`src/rtl/brpm_ram.sv`:
```
// ----------------------------------------------------------------------------
// brpm_ram
// simple dual port ram, one write and one registered read port
// ----------------------------------------------------------------------------
module brpm_ram #(
  parameter int unsigned WIDTH = 8,
  parameter int unsigned DEPTH = 64
) (
  input  logic                                     clk_i,
  input  logic                                     we_i,
  input  logic [((DEPTH > 1) ? $clog2(DEPTH) : 1)-1:0] waddr_i,
  input  logic [WIDTH-1:0]                         wdata_i,
  input  logic [((DEPTH > 1) ? $clog2(DEPTH) : 1)-1:0] raddr_i,
  output logic [WIDTH-1:0]                         rdata_o
);

  logic [WIDTH-1:0] mem_q [DEPTH];

  always_ff @(posedge clk_i) begin
    if (we_i) begin
      mem_q[waddr_i] <= wdata_i;
    end
    rdata_o <= mem_q[raddr_i];
  end

endmodule

```
`config.mk`:
```
export PLATFORM = sky130hd
export DESIGN_NAME = brpm_ram
export DESIGN_NICKNAME = d
export VERILOG_FILES = /design/src/rtl/brpm_ram.sv
export SDC_FILE = /design/constraint.sdc
export NUM_CORES = 1
export LEC_CHECK = 0
export ABC_AREA = 1
export BUFFER_PORTS_ARGS = -buffer_cell sky130_fd_sc_hd__buf_4
export CAP_MARGIN = 20
export CELL_PAD_IN_SITES_DETAIL_PLACEMENT = 0
export CELL_PAD_IN_SITES_GLOBAL_PLACEMENT = 1
export CORE_UTILIZATION = 45
export DETAILED_ROUTE_END_ITERATION = 16
export PLACE_DENSITY_LB_ADDON = 0.1
export SLEW_MARGIN = 10
export SYNTH_ARGS = -nofsm -noshare
export SYNTH_HDL_FRONTEND = slang
export SYNTH_SLANG_ARGS = --single-unit
```
`constraint.sdc`:
```
create_clock -name clk_i -period 2.4 [get_ports clk_i]
set_clock_uncertainty 0.2 [all_clocks]
set_input_delay 0.48 -clock clk_i [delete_from_list [all_inputs] [get_ports clk_i]]
set_output_delay 0.48 -clock clk_i [all_outputs]
set_load 0.1 [all_outputs]
```
==> Word level (Yosys, flattened, before mapping) <==
Memory sizes are Yosys's and may differ from the RTL's. A register that Yosys moved wholly into a read port is not among the register bits.
Cells that the tools add are included.
{ "classes": {"n_mux": 2} }
{ "op_table": {"columns": ["op", "count"], "rows": [
  ["1-bit 2-to-1 mux", 2]
]} }
{ "word_totals": {"ff_bits": 0, "ram_bits": 512, "in_bits": 22, "wordCells": 3, "mem_count": 1} }
{ "mem_list": {"columns": ["name", "words", "word_bits", "read_ports", "rd_clocked_by_memory_dff", "write_ports", "line_no", "text"], "rows": [
  ["mem_q", 64, 8, 1, 1, 1, "17", "logic [WIDTH-1:0] mem_q [DEPTH];"]
]} }

==> Longest topological paths before layout <==
Gate-level depths: netlist (run 1).
{ "depth": {"word_depth": 2, "ltp_mapped": 12} }

==> Least setup slack after synthesis (run 1) <==
Ideal clock, no wire load.
{ "synth_path": {"path_type": "input-to-reg", "startpoint": "in we_i", "endpoint": "mem mem_q[48][0] (enable)", "arrival_time_ns": 1.851, "slack_ns": -0.046, "stages": 3, "n_path_buf": 1, "path_cell_list": "clkbuf_1 nand4_1 nor4_1"} }
{ "synth_between": {"elab_chain_cells": 2} }
{ "synth_lines": {"columns": ["element", "line_no", "text"], "rows": [
  ["start: declaration", "10", "input logic we_i,"],
  ["1-bit 2-to-1 mux", "20", "if (we_i) begin"],
  ["1-bit 2-to-1 mux (implied by the code)", "21", "mem_q[waddr_i] <= wdata_i;"],
  ["end: declaration", "17", null]
]} }
No other way between the ends.

==> Worst setup path in the final report (run 1) <==
{ "layout_path": {"startpoint": "reg rdata_o[5] (read register of mem_q)", "endpoint": "out rdata_o[5]"} }
{ "layout_rtl": {"columns": ["element", "line_no", "text"], "rows": [
  ["start: declaration", "14", "output logic [WIDTH-1:0] rdata_o"]
]} }
No word-level cell between the ends.

==> results_dict.tcl, run 1 <==
set metrics [dict create \
    status "finished clean" \
    cts_tree "yes" \
    syn_area_per_cell_um2 11.82 \
    tightestPinTransition_ps 809.1 \
    synth_flop_cell "edfxtp_1" \
    ys_ff_latch 520 \
    period_needed_ps 2038 \
    yosysMostFrequentCell "nand2_1" \
    final_nets 1936 \
    clk_pin_slew_ps 60 \
    setup_viol 0 \
    avgRoutedWirePerCell_um 22.42 \
    clockBufferDepth 3 \
    vias 13920 \
    dr_wl_met3_mm 2.795 \
    grt_pass1_vias 13290 \
    crit_type "flop to primary output" \
    final_antenna_net_count 0 \
    postCtsSetupBuffers 0 \
    syn2layout_area_growth_pct 15.33 \
    multi_input_area_um2 4946 \
    first_pass_iters 5 \
    wl_met1_mm 26.17 \
    path_buf_inv 1 \
    ys_warn_count 0 \
    synthCells 1805 \
    cp.arrival_ps 1360 \
    io_buffers 29 \
    ctsResizeCount 0 \
    p_leak_nw 9.050 \
    die_x_um 219.8 \
    cts.sinks 520 \
    maxCapViolations 0 \
    synthArstFlopShare_pct 0 \
    cp.required_ps 1720 \
    met2_length_mm 26.97 \
    io_pins 30 \
    overflow 0 \
    grt_start_max_net_pins 65 \
    vdd_drop_max_mv 0.6463 \
    power_density_nw_per_um2 806.7 \
    ys_top_cells_by_area "edfxtp_1 (72%), nand2_1 (11%), nand3_1 (10%)" \
    ys_types 16 \
    globalRouteTotalUtil_pct 24.43 \
    synth_fp_nets 1827 \
    synth_edf_count 512 \
    slowest_delay_ps 400 \
    antenna_found_initial 4 \
    setup_slack_ps 362.0 \
    slew_viol_final 0 \
    slew_headroom_pct 46.06 \
    cts_hold_buf 0 \
    row_count 79 \
    rsz0062_at_grt "no" \
    yosysTopAreaCellShare_pct 72.05 \
    die_y_um 219.8 \
    hold_slack_ps 45.29 \
    min_period_over_period_pct 84.92 \
    crit_chain "buf_4" \
    hp-class "input port to flop" \
    ys_seq_area_share_pct 72.80 \
    drive_gt1_share_pct 12.36 \
    drt_wl_total_mm 57.56 \
    netlist_top_cells_count "nand2_1 (648), edfxtp_1 (512), nand3_1 (439)" \
    end_kind "primary output" \
    clock_latency_ps 610 \
    ctsHtreeMaxLevel 2 \
    final_area_um2 24610 \
    n_fill_cell 4049 \
    drc 0 \
    start_util_pct 45.74 \
    top_layer "met5" \
    drt_iter0_drc 1033 \
    cp_top_family "flip-flops" \
    seqCellArea_um2 15530 \
    grt_pass1_wl_mm 85.74 \
    netlist.top_cell.by_area "edfxtp_1" \
    hold_viol 0 \
    fp.coreArea_um2 46650 \
    cp-start-kind "flop" \
    root_buffer "clkbuf_16" \
    pre_cts_slack_ps 78.13 \
    globalplace.congestion 0.8187 \
    cp_slowest_cell "dfxtp_1" \
    fmax_mhz 490.7 \
    dieArea_um2 48290 \
    dp.final_hpwl_mm 35.58 \
    cts_made_buffers 54 \
    crit_fanout 1 \
    via_per_inst 5.423 \
    syn_area_um2 21340 \
    detailed_place.area_um2 22840 \
]
state kept, by name, indices dropped and copies added (netlist names):
name,cells
rdata_o,8
mem_q,512
cell usage in the layout (no fill, tap or decap):
master and n:
nand3_1 439, clkinvlp_4 2, buf_6 1, buf_4 141, inv_2 1, clkinv_1 20, buf_12 24, clkinv_2 8
edfxtp_1 512, dfxtp_1 8, inv_6 1, nor2_1 56, diode_2 2, nand4_1 9, inv_1 9, inv_4 1
clkbuf_1 7, clkbuf_16 57, nor4_1 8, nand2_1 648, bufinv_16 6
metal layers:
layer / GRT usage (%) / up-vias
met3: 4.265 / 108
li1: - / 6578
met5: 0 / -
met2: 38.62 / 374
met1: 34.44 / 6856
met4: 7.540 / 4
layout make-up:
class / instances / area share (%)
Antenna cell: 2 / 0.02034
Clock buffer: 64 / 5.902
Clock inverter: 36 / 1.261
Inverter: 12 / 0.2135
Multi-Input combinational cell: 1160 / 20.10
Sequential cell: 520 / 63.12
Tap cell: 607 / 3.086
Timing Repair Buffer: 166 / 6.299
per-stage QoR:
step	cells	total power [mW]	TNS (ps)	utilization [%]
final	2567	19.85	0	52.75
after global routing	2566	20.48	0	52.75
after CTS	2565	20.03	0	52.74
after detailed placement	2465	11.72	0	48.96
after global placement	2465	11.72	0	48.96
after floorplan	1805	11.10	-2951	-
path summary, 6_finish.rpt:
kind	from	endpoint	slack [ps]	cells after the start
max	rdata_o[5]	rdata_o[5]	360	1
min	raddr_i[5]	rdata_o[5]	50	3
max reg2reg	mem_q[55][1]	rdata_o[1]	830	8
min reg2reg	mem_q[46][7]	rdata_o[7]	620	8
worst register-to-register path: stages, from the launching register on:
cell and delay, ps:
edfxtp_1 360, nand2_1 70, nand3_1 70, nand3_1 150
nand2_1 110, nand2_1 70, nand3_1 160, nand3_1 210
nand2_1 70
kinds of logic (layout without fill, tap and decap cells):
family / Yosys count / count (layout) / synth area share (%)
buffers and inverters: 125 / 278 / 4.022
flip-flops: 520 / 520 / 72.80
AND/OR/NAND/NOR: 1160 / 1160 / 23.18
other: 0 / 2 / 0
power breakdown:
| group | internal [mW] | switching, mW | leakage, nW |
|---|---|---|---|
| combinational | 0.387 | 1.05 | 3.52 |
| clock | 4.92 | 3.41 | 0.858 |
| sequential | 10.1 | 0.0350 | 4.67 |
No activity file was read; power rests on OpenSTA's default activity.
==> run 2, diff against run 1 <==
--- a/config.mk
+++ b/config.mk
@@ -5,7 +5,7 @@
 export SDC_FILE = /design/constraint.sdc
 export NUM_CORES = 1
 export LEC_CHECK = 0
-export ABC_AREA = 1
+export ABC_AREA = 0
 export BUFFER_PORTS_ARGS = -buffer_cell sky130_fd_sc_hd__buf_4
 export CAP_MARGIN = 20
 export CELL_PAD_IN_SITES_DETAIL_PLACEMENT = 0
==> constraint.sdc (replaced) <==
create_clock -name clk_i -period 1.8 [get_ports clk_i]
set_clock_uncertainty 0.2 [all_clocks]
set_input_delay 0.36 -clock clk_i [delete_from_list [all_inputs] [get_ports clk_i]]
set_output_delay 0.36 -clock clk_i [all_outputs]
set_load 0.1 [all_outputs]
==> run 2 against run 1 <==
  * Via count decreased by 29%
  * The flow now finishes with violations (negative setup slack)
  * Utilization rose by 4.9 points
  * First-iteration DRC count is 32% lower
  * Total power is 32% higher
  * Routed wire length is 17% lower
  * Worst setup slack worse by 700 ps
  * Die area decreased by 5.4%
  * Critical path depth up 4
  * Final cell count down 31%
==> results_dict.tcl, run 2 <==
set metrics [dict create \
    status "finished with violations" \
    violations "negative setup slack" \
    top_regs "mem_q: 512 flops, rdata_o: 8 flops" \
    first_pass_iters 4 \
    die_y_um 213.7 \
    via_per_inst 5.586 \
    dieArea_um2 45670 \
    drive_gt1_share_pct 42.85 \
    instances_no_fill 1773 \
    clockBufferDepth 3 \
    power_density_nw_per_um2 1025 \
    syn_area_per_cell_um2 21.45 \
    drt_iter0_drc 699 \
    min_period_over_period_pct 119.0 \
    n_fill_cell 3221 \
    antenna_found_initial 0 \
    final_antenna_net_count 0 \
    globalRouteTotalUtil_pct 22.03 \
    rsz0062_at_grt "yes" \
    p_leak_nw 8.171 \
    dp.final_hpwl_mm 31.11 \
    num_antenna_cells 0 \
    end_kind "flop" \
    overflow 0 \
    worstReg2RegStart "mem_q[8][0]" \
    ctsHtreeMaxLevel 2 \
    internal_power_mw 20.56 \
    root_buffer "clkbuf_16" \
    cp.required_ps 2070 \
    synth_fp_nets 962 \
    fin_util_pct 57.62 \
    syn_area_um2 20170 \
    top_register "mem_q" \
    hold_slack_ps 29.83 \
    total_power_mw 26.13 \
    crit_chain "mux4_2, mux4_2, nor2_4, nor3_4, o2bb2ai_2" \
    row_count 77 \
    seqPwrFrac_pct 51.6 \
    globalplace.congestion 0.7937 \
    syn2layout_area_growth_pct 26.34 \
    netlist_top_cells_count "edfxtp_1 (512), mux4_2 (126), nor2_1 (83)" \
    tightestPinTransition_ps 767.8 \
    vias 9904 \
    io_buffers 29 \
    sw_frac_of_total_pct 21.32 \
    vdd_drop_max_mv 0.7371 \
    seqCellArea_um2 15550 \
    ys_seq_area_share_pct 77.03 \
    cp-start-kind "flop" \
    power.switching_mw 5.572 \
    multi_input_area_um2 4936 \
    die_x_um 213.7 \
    start_util_pct 45.60 \
    fmax_mhz 466.8 \
    final_common_cell "edfxtp_1" \
    largest_reg_flops 512 \
    cp.arrival_ps 2410 \
    slew_viol_final 0 \
    tns_ps -1696 \
    hold_viol 0 \
    yosysMostFrequentCell "edfxtp_1" \
    io_pins 30 \
    dpl.cell_count 1679 \
    ys_top_cells_by_area "edfxtp_1 (76%), mux4_2 (14%), nor2_1 (1.5%)" \
    detailed_place.area_um2 23540 \
    fp.coreArea_um2 44220 \
    netlist.top_cell.by_area "edfxtp_1" \
    ys_ff_latch 520 \
    setup_viol 8 \
    hp-class "input port to flop" \
    grt_pass1_vias 10210 \
    cts_tree "yes" \
    synth_edf_count 512 \
    clk_pin_slew_ps 60 \
    grt_start_max_net_pins 65 \
    synthArstFlopShare_pct 0 \
    clock_latency_ps 600 \
    final_area_um2 25480 \
    p_comb_share_pct 7.1 \
    startpoint "mem_q[8][0]" \
    grt_pass1_wl_mm 70.10 \
    cts_made_buffers 53 \
    ys_types 40 \
    setup_slack_ps -342.1 \
    final_nets 1163 \
    pre_cts_slack_ps -1063 \
    slowest_delay_ps 530 \
    cts.sinks 520 \
    drc 0 \
    yosysTopAreaCellShare_pct 76.24 \
    crit_fanout 1 \
    crit_type "flop to flop" \
    period_needed_ps 2142 \
    ys_warn_count 0 \
    p_clk_share_pct 41.4 \
    maxCapViolations 0 \
    whs_path_depth 1 \
    synth_flop_cell "edfxtp_1" \
    crit_path_frequent_cell "mux4_2" \
    synthCells 940 \
    slew_headroom_pct 48.81 \
    drt_wl_total_mm 47.60 \
    cp_slowest_cell "mux4_2" \
    hp-start "wdata_i[6]" \
    final_cell_mix "edfxtp_1 (512), mux4_2 (126), buf_4 (108)" \
    worstRegToRegCells 5 \
    avgRoutedWirePerCell_um 26.85 \
]
run 2: cell types whose count changed after synthesis, sizes merged, moves of 8 or more:
cell,delta
mux2,+13
nor2,+27
o221ai,+8
buf,-64
mux4,+126
nand3,-426
nand2,-629
inv,-12
nor2b,+14
mux2i,+23
o22ai,+8
run 2: critical path: cells and delay by family, from the launching register on:
family	cells	cell delay, ps
AOI/OAI and AO/OA	1	140
DFF	1	370
muxes	2	1040
and+or+nand+nor	2	260
run 2: repair_timing:
item | CTS | global route
pin swaps | 4 | 4
gates resized for setup | 58 | 8
hold buffers | 1 | 0
endpoints found under the setup margin | 16 | 11
setup buffers | 0 | 0
hold endpoints to repair | 24 | 0
run 2: power by group through the flow:
stage | clock network (mW) | registers, mW | logic, mW
2_1_floorplan | 0 | 13.9 | 0.804
3_3_place_gp | 0 | 13.7 | 1.76
3_5_place_dp | 0 | 13.7 | 1.77
4_1_cts | 11.0 | 13.5 | 1.87
5_1_grt | 11.5 | 13.5 | 1.95
6_report | 10.8 | 13.5 | 1.84
run 2: path summary, 6_finish.rpt:
path                  endpoint  slack [ps]
hold reg to reg     rdata_o[2]         690
hold / removal    mem_q[46][6]          30
setup / recovery    rdata_o[0]        -340
setup reg to reg    rdata_o[0]        -340
run 2: kinds of logic after synthesis:
group,share of synthesized area [%]
and+or+nand+nor,3.387
muxes,15.94
buffers and inverters,1.570
DFF,77.03
AOI/OAI and AO/OA,2.072
run 2: cell type report:
type	count	area share, %
clock buffer	62	5.505
clock inverter	33	1.174
multi-input combinational	369	19.37
sequential	520	61.02
tap	592	2.907
timing repair buffer	197	10.02
run 2: routing by layer:
metal / vias up / routed length (um) / global-route usage (%) / share of wire, %
li1: 4352 / - / - / -
met1: 5255 / 20820 / 30.86 / 44
met3: 57 / 2157 / 3.866 / 4.5
met4: 0 / 814 / 5.123 / 1.7
met5: - / 0 / 0 / 0
met2: 240 / 23810 / 36.20 / 50
