`config.mk`:
```
export PLATFORM = sky130hd
export DESIGN_NAME = brpm_div
export DESIGN_NICKNAME = d
export VERILOG_FILES = /design/src/rtl/brpm_pkg.sv /design/src/rtl/brpm_div.sv
export SDC_FILE = /design/constraint.sdc
export NUM_CORES = 2
export LEC_CHECK = 0
export ABC_AREA = 1
export BUFFER_PORTS_ARGS = -buffer_cell sky130_fd_sc_hd__buf_2
export CORE_MARGIN = 5
export CORE_UTILIZATION = 40
export DETAILED_ROUTE_END_ITERATION = 8
export PLACE_DENSITY = 0.57
export SLEW_MARGIN = 25
export SYNTH_ARGS = -nofsm -noshare
export SYNTH_HDL_FRONTEND = slang
export SYNTH_SLANG_ARGS = --single-unit
```
`constraint.sdc`:
```
create_clock -name clk_i -period 13.55 [get_ports clk_i]
set_input_delay 0.6775 -clock clk_i [delete_from_list [all_inputs] [get_ports clk_i]]
set_output_delay 0.6775 -clock clk_i [all_outputs]
set_load 0.02 [all_outputs]
```
`src/rtl/brpm_pkg.sv`:
```
// ----------------------------------------------------------------------------
// brpm_pkg
// types, constants and helpers shared by the beat rate monitor
// ----------------------------------------------------------------------------
package brpm_pkg;

  localparam logic [47:0] MASK48      = 48'hFFFF_FFFF_FFFF;
  localparam logic [47:0] RATE_SCALE  = 48'd65536000000000;
  localparam logic [47:0] POWER_SCALE = 48'd65536000;
  localparam logic [47:0] UNIT_SCALE  = 48'd1;
  localparam int unsigned PROD_W      = 112;
  localparam int unsigned ENTRY_W     = 128;

  typedef struct packed {
    logic [62:0]        timestamp_ns;
    logic signed [31:0] accuracy;
    logic [47:0]        energy_uj;
    logic signed [31:0] tag;
  } in_t;

  typedef struct packed {
    logic [47:0]        beat_number;
    logic signed [31:0] tag_out;
    logic [62:0]        timestamp_out;
    logic [47:0]        rate_all;
    logic [47:0]        rate_win;
    logic [47:0]        rate_cur;
    logic signed [31:0] acc_all;
    logic signed [31:0] acc_win;
    logic signed [31:0] acc_cur;
    logic [47:0]        pow_all;
    logic [47:0]        pow_win;
    logic [47:0]        pow_cur;
  } out_t;

  typedef struct packed {
    logic        start;
    logic [63:0] a;
    logic [47:0] k;
    logic [63:0] c;
  } div_req_t;

  typedef struct packed {
    logic        done;
    logic [47:0] q;
  } div_rsp_t;

  typedef enum logic [1:0] {
    DIV_IDLE,
    DIV_MUL,
    DIV_CHK,
    DIV_RUN
  } div_state_e;

  typedef enum logic [2:0] {
    ST_IDLE,
    ST_READ,
    ST_UPDATE,
    ST_OP_START,
    ST_OP_WAIT,
    ST_DONE
  } state_e;

  typedef enum logic [2:0] {
    OP_G_RATE,
    OP_W_RATE,
    OP_I_RATE,
    OP_G_POW,
    OP_W_POW,
    OP_I_POW,
    OP_G_ACC,
    OP_W_ACC
  } op_e;

  // signed mean from magnitude quotient, saturated to 32 bits
  function automatic logic [31:0] acc_clamp(input logic neg, input logic [47:0] q);
    logic [47:0] lim;
    begin
      if (neg) begin
        lim = (q > 48'h8000_0000) ? 48'h8000_0000 : q;
        acc_clamp = 32'(48'd0 - lim);
      end else begin
        lim = (q > 48'h7FFF_FFFF) ? 48'h7FFF_FFFF : q;
        acc_clamp = lim[31:0];
      end
    end
  endfunction

endpackage

```
`src/rtl/brpm_div.sv`:
```
// ----------------------------------------------------------------------------
// brpm_div
// iterative a*k/c with 48-bit saturation, 16-bit partial products then
// one quotient bit per cycle
// ----------------------------------------------------------------------------
module brpm_div (
  input  logic                clk_i,
  input  logic                rst_ni,
  input  brpm_pkg::div_req_t  req_i,
  output brpm_pkg::div_rsp_t  rsp_o
);
  import brpm_pkg::*;

  div_state_e          state_q, state_d;
  logic [63:0]         a_q;
  logic [47:0]         k_q;
  logic [63:0]         c_q;
  logic [PROD_W-1:0]   prod_q;
  logic [5:0]          cnt_q;
  logic [63:0]         rem_q;
  logic [47:0]         lo_q;
  logic [47:0]         quo_q;
  logic                done_q;
  logic [63:0]         pp;
  logic                sat;
  logic [64:0]         trial;
  logic                ge;
  logic [64:0]         diff;

  assign pp    = a_q[63:48] * k_q;
  assign sat   = (c_q == 64'd0) || (prod_q[PROD_W-1:48] >= c_q);
  assign trial = {rem_q, lo_q[47]};
  assign ge    = trial >= {1'b0, c_q};
  assign diff  = trial - {1'b0, c_q};

  always_comb begin
    state_d = state_q;
    unique case (state_q)
      DIV_IDLE: if (req_i.start) state_d = DIV_MUL;
      DIV_MUL:  if (cnt_q == 6'd0) state_d = DIV_CHK;
      DIV_CHK:  state_d = sat ? DIV_IDLE : DIV_RUN;
      DIV_RUN:  if (cnt_q == 6'd0) state_d = DIV_IDLE;
      default:  state_d = DIV_IDLE;
    endcase
  end

  always_ff @(posedge clk_i or negedge rst_ni) begin
    if (!rst_ni) begin
      state_q <= DIV_IDLE;
      done_q  <= 1'b0;
    end else begin
      state_q <= state_d;
      done_q  <= ((state_q == DIV_CHK) && sat) || ((state_q == DIV_RUN) && (cnt_q == 6'd0));
    end
  end

  always_ff @(posedge clk_i) begin
    case (state_q)
      DIV_IDLE: begin
        if (req_i.start) begin
          a_q    <= req_i.a;
          k_q    <= req_i.k;
          c_q    <= req_i.c;
          prod_q <= '0;
          cnt_q  <= 6'd3;
        end
      end
      DIV_MUL: begin
        prod_q <= {prod_q[PROD_W-17:0], 16'h0} + PROD_W'(pp);
        a_q    <= {a_q[47:0], 16'h0};
        cnt_q  <= cnt_q - 6'd1;
      end
      DIV_CHK: begin
        rem_q <= prod_q[PROD_W-1:48];
        lo_q  <= prod_q[47:0];
        cnt_q <= 6'd47;
        quo_q <= sat ? MASK48 : 48'd0;
      end
      DIV_RUN: begin
        rem_q <= ge ? diff[63:0] : trial[63:0];
        lo_q  <= {lo_q[46:0], 1'b0};
        quo_q <= {quo_q[46:0], ge};
        cnt_q <= cnt_q - 6'd1;
      end
      default: ;
    endcase
  end

  assign rsp_o.done = done_q;
  assign rsp_o.q    = quo_q;

endmodule

```
Word-level counts from Yosys, hierarchy flattened. Index checks and enable logic that the tools add are counted.

Register bits after elaboration: 457. Bits in latches: 0. Memory bits (writable): 0. Memory bits (read-only): 0. Input bits: 179. Word-level logic and storage cells: 51. Memories kept: 0.

Add/subtract/negate cells: 3. Multipliers: 1. Divide/modulo/power cells: 0. Order comparisons: 2. Eq/ne operators: 6. Shift operators: 0. Multiplexer cells: 16. Bitwise logic cells: 0. Reductions and logical operators: 13.

Operator list (count): $pmux W64 S2 (2); $pmux W112 S2 (1); $pmux W48 S2 (2); $mux W64 (2); $add A112 B64 Y112 (1); $mux W112 (1); $ge A65 B64 Y1 (1); $ge A64 B64 Y1 (1); $logic_not A64 Y1 (1); $mul A16 B48 Y64 (1); $sub A64 B64 Y64 (1); $mux W48 (1); $pmux W6 S3 (1); $mux W2 (4); $pmux W2 S4 (1); $logic_not A6 Y1 (1); $mux W6 (1); $ne A2 B2 Y1 const B (3); $sub A6 B1 Y6 const B (1); $eq A2 B2 Y1 const B (2); $reduce_and A2 Y1 (2); $reduce_bool A2 Y1 (2); $reduce_and A3 Y1 (1); $eq A2 B1 Y1 const B (1); other kinds (4) (6).

Longest topological paths before layout.
Depth after elaboration: 4. Depth in mapped cells: 31. Mapped depth without buffers: 30.

Worst setup path after synthesis. No wires, ideal clock.

Path type: input-to-reg. Start: input req_i[176] in the netlist's numbering. End: register a_q[0], enable pin. Setup time: 771 ps. Arrival: 9211 ps. Required time: 12779 ps. Path slack: 3569 ps. Cell stages on the path: 2. Path buffers: 0. Cell sequence: inv_1 a21oi_1.

Cells in the longest elaborated chain, start to end: 2.

RTL lines: from (decl) (line brpm_div.sv:9) `input brpm_pkg::div_req_t req_i,`; $ne A2 B2 Y1 (no source line); $reduce_and A2 Y1 (no source line); to (signal assigned) (line brpm_div.sv:61) `a_q <= req_i.a;`; to (signal assigned) (line brpm_div.sv:70) `a_q <= {a_q[47:0], 16'h0};`; to (decl) (line brpm_div.sv:15) `logic [63:0] a_q;`.

Every way passes these cells. A chain may end at the register's enable or synchronous reset.

Worst setup path after layout.
Start: register a_q[63]. End: register prod_q[100], data pin.

Cells in the longest elaborated chain, start to end: 3.

RTL lines: $mul A16 B48 Y64 (line brpm_div.sv:30) `assign pp = a_q[63:48] * k_q;`; $add A112 B64 Y112 (line brpm_div.sv:69) `prod_q <= {prod_q[PROD_W-17:0], 16'h0} + PROD_W'(pp);`; $pmux W112 S2 (line brpm_div.sv:58) `case (state_q)`; to (signal assigned) (line brpm_div.sv:69); to (decl) (line brpm_div.sv:18) `logic [PROD_W-1:0] prod_q;`.

Every way passes these cells.

==> flow_summary.rst <==
.. list-table::
   :header-rows: 1

   * - Metric
     - Value
   * - Overall global routing resource usage
     - 26.6%
   * - Proportion of synthesized area in mux cells
     - 0%
   * - Worst-Margin Slew
     - 1.09 ns
   * - Number of library cell types mapped by synthesis
     - 45
   * - Maximum level of the CTS H-tree
     - 2
   * - Total core area
     - 142000 µm²
   * - Congestion Overflow GR
     - 0
   * - Synthesized area
     - 56900 µm²
   * - Slowest cell on the critical path
     - sky130_fd_sc_hd__fa_1
   * - Global-route wire length before repair
     - 307 mm
   * - Clock-pin slew of the registers on the worst-case setup and hold paths
     - 0.07 ns
   * - DR iter-0 viols
     - 4168
   * - Class of the worst hold path
     - primary input to register
   * - Hold path start
     - req_i[19]
   * - Post-CTS repair timing setup buffer count
     - 0
   * - Routed wire per std cell
     - 20.5 µm
   * - Number of cell rows
     - 138
   * - Largest net degree at the start of global routing
     - 137
   * - DR vias
     - 48546
   * - TritonCTS clock tree
     - built
   * - Most instantiated flip-flop cell in the synthesis netlist
     - sky130_fd_sc_hd__edfxtp_1
   * - Total CTS buffers
     - 60
   * - Die outline area
     - 150000 µm²
   * - Final HPWL from detailed placement
     - 164 mm
   * - Synth Instances
     - 7763
   * - R2R depth
     - 24
   * - Fmax
     - 133 MHz
   * - Max-slew violation count
     - 0
   * - Fraction of the cycle the final worst path needs
     - 55.6%
   * - Relative area change from synthesis to final layout
     - 8.32%
   * - Unrepaired setup endpoints after global routing
     - false
   * - Starting utilization of the core area
     - 40.2%
   * - Critical path capture point type
     - register
   * - Die X-Extent
     - 387 µm
   * - Class of the most critical setup path
     - register to register
   * - Number of global-route vias before repair
     - 48668
   * - WP data required
     - 13.95 ns
   * - Critical Path AT
     - 7.93 ns
   * - Filler cells
     - 14820
   * - Worst rel slew slack
     - 26.9%
   * - Worst hold path depth
     - 1
   * - Startpoint of the worst register-to-register path
     - a_q[63]$_DFFE_PP_
   * - Final Routed Wirelength
     - 201 mm
   * - Clk sink count
     - 457
   * - Fraction of registers with async set/reset
     - 0.656%
   * - Setup slack, reg-to-reg
     - 6.02 ns
   * - Post-synth top area share
     - 24.3%
   * - Final count of hold timing violations
     - 0
   * - Floorplan die height
     - 387 µm
   * - Cell type contributing the most total cell area after synthesis
     - sky130_fd_sc_hd__fa_1
   * - Net count reported at finish
     - 8986
   * - Largest family of logic cells by synthesized area
     - adder cells
   * - First-pass iteration count of the detailed router
     - 6
   * - Cell total after placement
     - 9661
   * - I/O Buffers
     - 227
   * - Sum of negative setup slack
     - 0 ns
   * - Maximum number of buffers from clock root to sink
     - 3
   * - Leading cell types by total area after synthesis
     - sky130_fd_sc_hd__fa_1 (24%), sky130_fd_sc_hd__edfxtp_1 (24%), sky130_fd_sc_hd__nand2_1 (18%)
   * - Mean cell area of the mapped netlist
     - 7.34 µm²
   * - Adder-Cell Fraction of Synth Area
     - 30.5%
   * - Finish-stage setup viols
     - 0
   * - Number of flip-flops and latches in the synthesized netlist
     - 457
   * - Worst clock skew
     - 0.0295 ns
   * - Startpoint type of the worst setup path
     - register
   * - Share of synthesized area occupied by flip-flops and latches
     - 24.1%
   * - Final instance area
     - 61700 µm²
   * - Clock latency of the later-clocked register in the worst-skew pair
     - 0.70 ns
   * - Xor-xnor portion of the synthesized cell area
     - 0.477%
   * - Crit Path Max Fanout
     - 48
   * - Vias per cell
     - 4.97
   * - Post-detailed-route DRC marker count
     - 0
   * - Worst-path cell chain
     - buf_4 -> nand2_1 -> fa_1 -> inv_1 -> fa_1 -> fa_1 -> inv_1 -> fa_1 -> inv_1 -> fa_1 -> inv_1 -> fa_1 -> inv_1 -> ha_1 -> nand2_1 -> nor2_1 -> a21oi_1 -> o21ai_0 -> inv_1 -> nand2_1 -> nand2_1 -> nand2_1 -> nand2_1 -> a21oi_1
   * - Ports
     - 228
   * - Root cell of the clock tree
     - sky130_fd_sc_hd__clkbuf_16
   * - Most common cell in the netlist
     - sky130_fd_sc_hd__nand2_1
   * - Detail Route Antenna Nets
     - 0
   * - Non-filler instance count after layout
     - 9777
   * - Reported max-cap violation count
     - 0
   * - Logic depth of the worst setup path including buffers
     - 24
   * - Total cell area at the placement stage
     - 59600 µm²
   * - Biggest cell delay along the critical path
     - 0.58 ns
   * - Antenna violations before repair
     - 7
   * - Synth cell count leaders
     - sky130_fd_sc_hd__nand2_1 (2690), sky130_fd_sc_hd__inv_1 (1987), sky130_fd_sc_hd__fa_1 (691)
   * - Worst path bufs/invs
     - 7
   * - Result of the run
     - complete, no violations
   * - Post-Synthesis Net Count
     - 8915
   * - Top delay family on crit path
     - adder cells
   * - Compound-Gate Fraction of Synth Area
     - 3.91%
   * - Gpl congestion
     - 0.978
   * - Number of synthesis warnings
     - 0
   * - Post-synth EDFFs
     - 454
   * - Simple-gate area share of the yosys netlist
     - 25.8%
   * - Share of layout cells above drive strength 1
     - 6.32%
   * - Time the final worst path needs with I/O delays and setup
     - 7.53 ns
   * - Critical register-to-register path endpoint
     - prod_q[100]$_SDFFCE_PN0P_
   * - Destination of the worst hold path
     - c_q[19]$_DFFE_PP_
how the worst max path moves through the flow:
stage / start / end
2_1_floorplan: req_i[176] / a_q[0]$_SDFFCE_PP0P_
3_3_place_gp: a_q[63]$_DFFE_PP_ / prod_q[100]$_SDFFCE_PN0P_
3_5_place_dp: a_q[63]$_DFFE_PP_ / prod_q[100]$_SDFFCE_PN0P_
4_1_cts: a_q[63]$_DFFE_PP_ / prod_q[100]$_SDFFCE_PN0P_
5_1_grt: a_q[63]$_DFFE_PP_ / prod_q[100]$_SDFFCE_PN0P_
6_report: a_q[63]$_DFFE_PP_ / prod_q[100]$_SDFFCE_PN0P_
worst register-to-register path: stages, from the launching register on:
cell and delay [ns]:
sky130_fd_sc_hd__edfxtp_1 0.32, sky130_fd_sc_hd__buf_4 0.48, sky130_fd_sc_hd__nand2_1 0.34, sky130_fd_sc_hd__fa_1 0.58, sky130_fd_sc_hd__inv_1 0.07, sky130_fd_sc_hd__fa_1 0.50
sky130_fd_sc_hd__fa_1 0.54, sky130_fd_sc_hd__inv_1 0.06, sky130_fd_sc_hd__fa_1 0.53, sky130_fd_sc_hd__inv_1 0.06, sky130_fd_sc_hd__fa_1 0.51, sky130_fd_sc_hd__inv_1 0.06
sky130_fd_sc_hd__fa_1 0.54, sky130_fd_sc_hd__inv_1 0.04, sky130_fd_sc_hd__ha_1 0.36, sky130_fd_sc_hd__nand2_1 0.13, sky130_fd_sc_hd__nor2_1 0.46, sky130_fd_sc_hd__a21oi_1 0.30
sky130_fd_sc_hd__o21ai_0 0.56, sky130_fd_sc_hd__inv_1 0.09, sky130_fd_sc_hd__nand2_1 0.08, sky130_fd_sc_hd__nand2_1 0.06, sky130_fd_sc_hd__nand2_1 0.06, sky130_fd_sc_hd__nand2_1 0.04
sky130_fd_sc_hd__a21oi_1 0.49
layer usage:
metal  part of all wire [%]  global-route usage (%)  vias to the layer above
met1                     46                    39.5                    23531
met5                  0.023                       0                        -
met4                    2.4                    5.64                        8
met3                    7.5                    3.75                      237
met2                     44                    41.4                     1733
li1                       -                       -                    23037
state kept, by name, indices dropped and copies added (netlist names), 6 cells and up:
name	flops
k_q	48
rem_q	64
cnt_q	6
quo_q	48
lo_q	48
prod_q	112
c_q	64
a_q	64
logic make-up after synthesis:
family | count (synthesis)
simple gates | 3612
buf+inv | 2259
fa+ha+maj | 973
flops | 457
xor+xnor | 31
compound gates | 431
what timing repair did:
action / in CTS / in global routing
hold buffers: 1 / 0
gates resized for setup: 0 / 0
hold endpoints to repair: 3 / 0
layout make-up:
| class | count | area, µm² | share of cell area, % |
|---|---|---|---|
| inverters | 2000 | 7520 | 12.2 |
| clock inverters | 46 | 499 | 0.809 |
| diodes | 3 | 7.51 | 0.0122 |
| multi-input cells | 5047 | 34600 | 56.1 |
| well taps | 1890 | 2360 | 3.83 |
| flip-flops and latches | 457 | 13700 | 22.2 |
| clock buffers | 66 | 1520 | 2.47 |
| repair buffers | 268 | 1450 | 2.35 |
through the flow:
| stage | setup slack, ns | hold WS, ns | util (%) |
|---|---|---|---|
| global placement | 6.12 | 0.480 | 42.1 |
| CTS | 6.13 | 0.106 | 43.5 |
| global route | 5.73 | 0.125 | 43.6 |
| detailed placement | 6.19 | 0.481 | 42.1 |
| finish | 6.02 | 0.161 | 43.6 |
| floorplan | 3.57 | 0.382 | - |
cells in the final DEF (no fill, tap or decap), types with 60 or more instances in the layout:
cell type,count
sky130_fd_sc_hd__a21oi_1,252
sky130_fd_sc_hd__ha_1,282
sky130_fd_sc_hd__inv_1,1987
sky130_fd_sc_hd__nand4_1,60
sky130_fd_sc_hd__nand2_1,2688
sky130_fd_sc_hd__edfxtp_1,454
sky130_fd_sc_hd__buf_2,227
sky130_fd_sc_hd__nand3_1,249
sky130_fd_sc_hd__nor2_1,389
sky130_fd_sc_hd__clkbuf_16,60
sky130_fd_sc_hd__o21ai_0,149
sky130_fd_sc_hd__fa_1,691
Power is not shown: default switching activity piles up to over one toggle a cycle in this logic, so the estimate is an artifact.
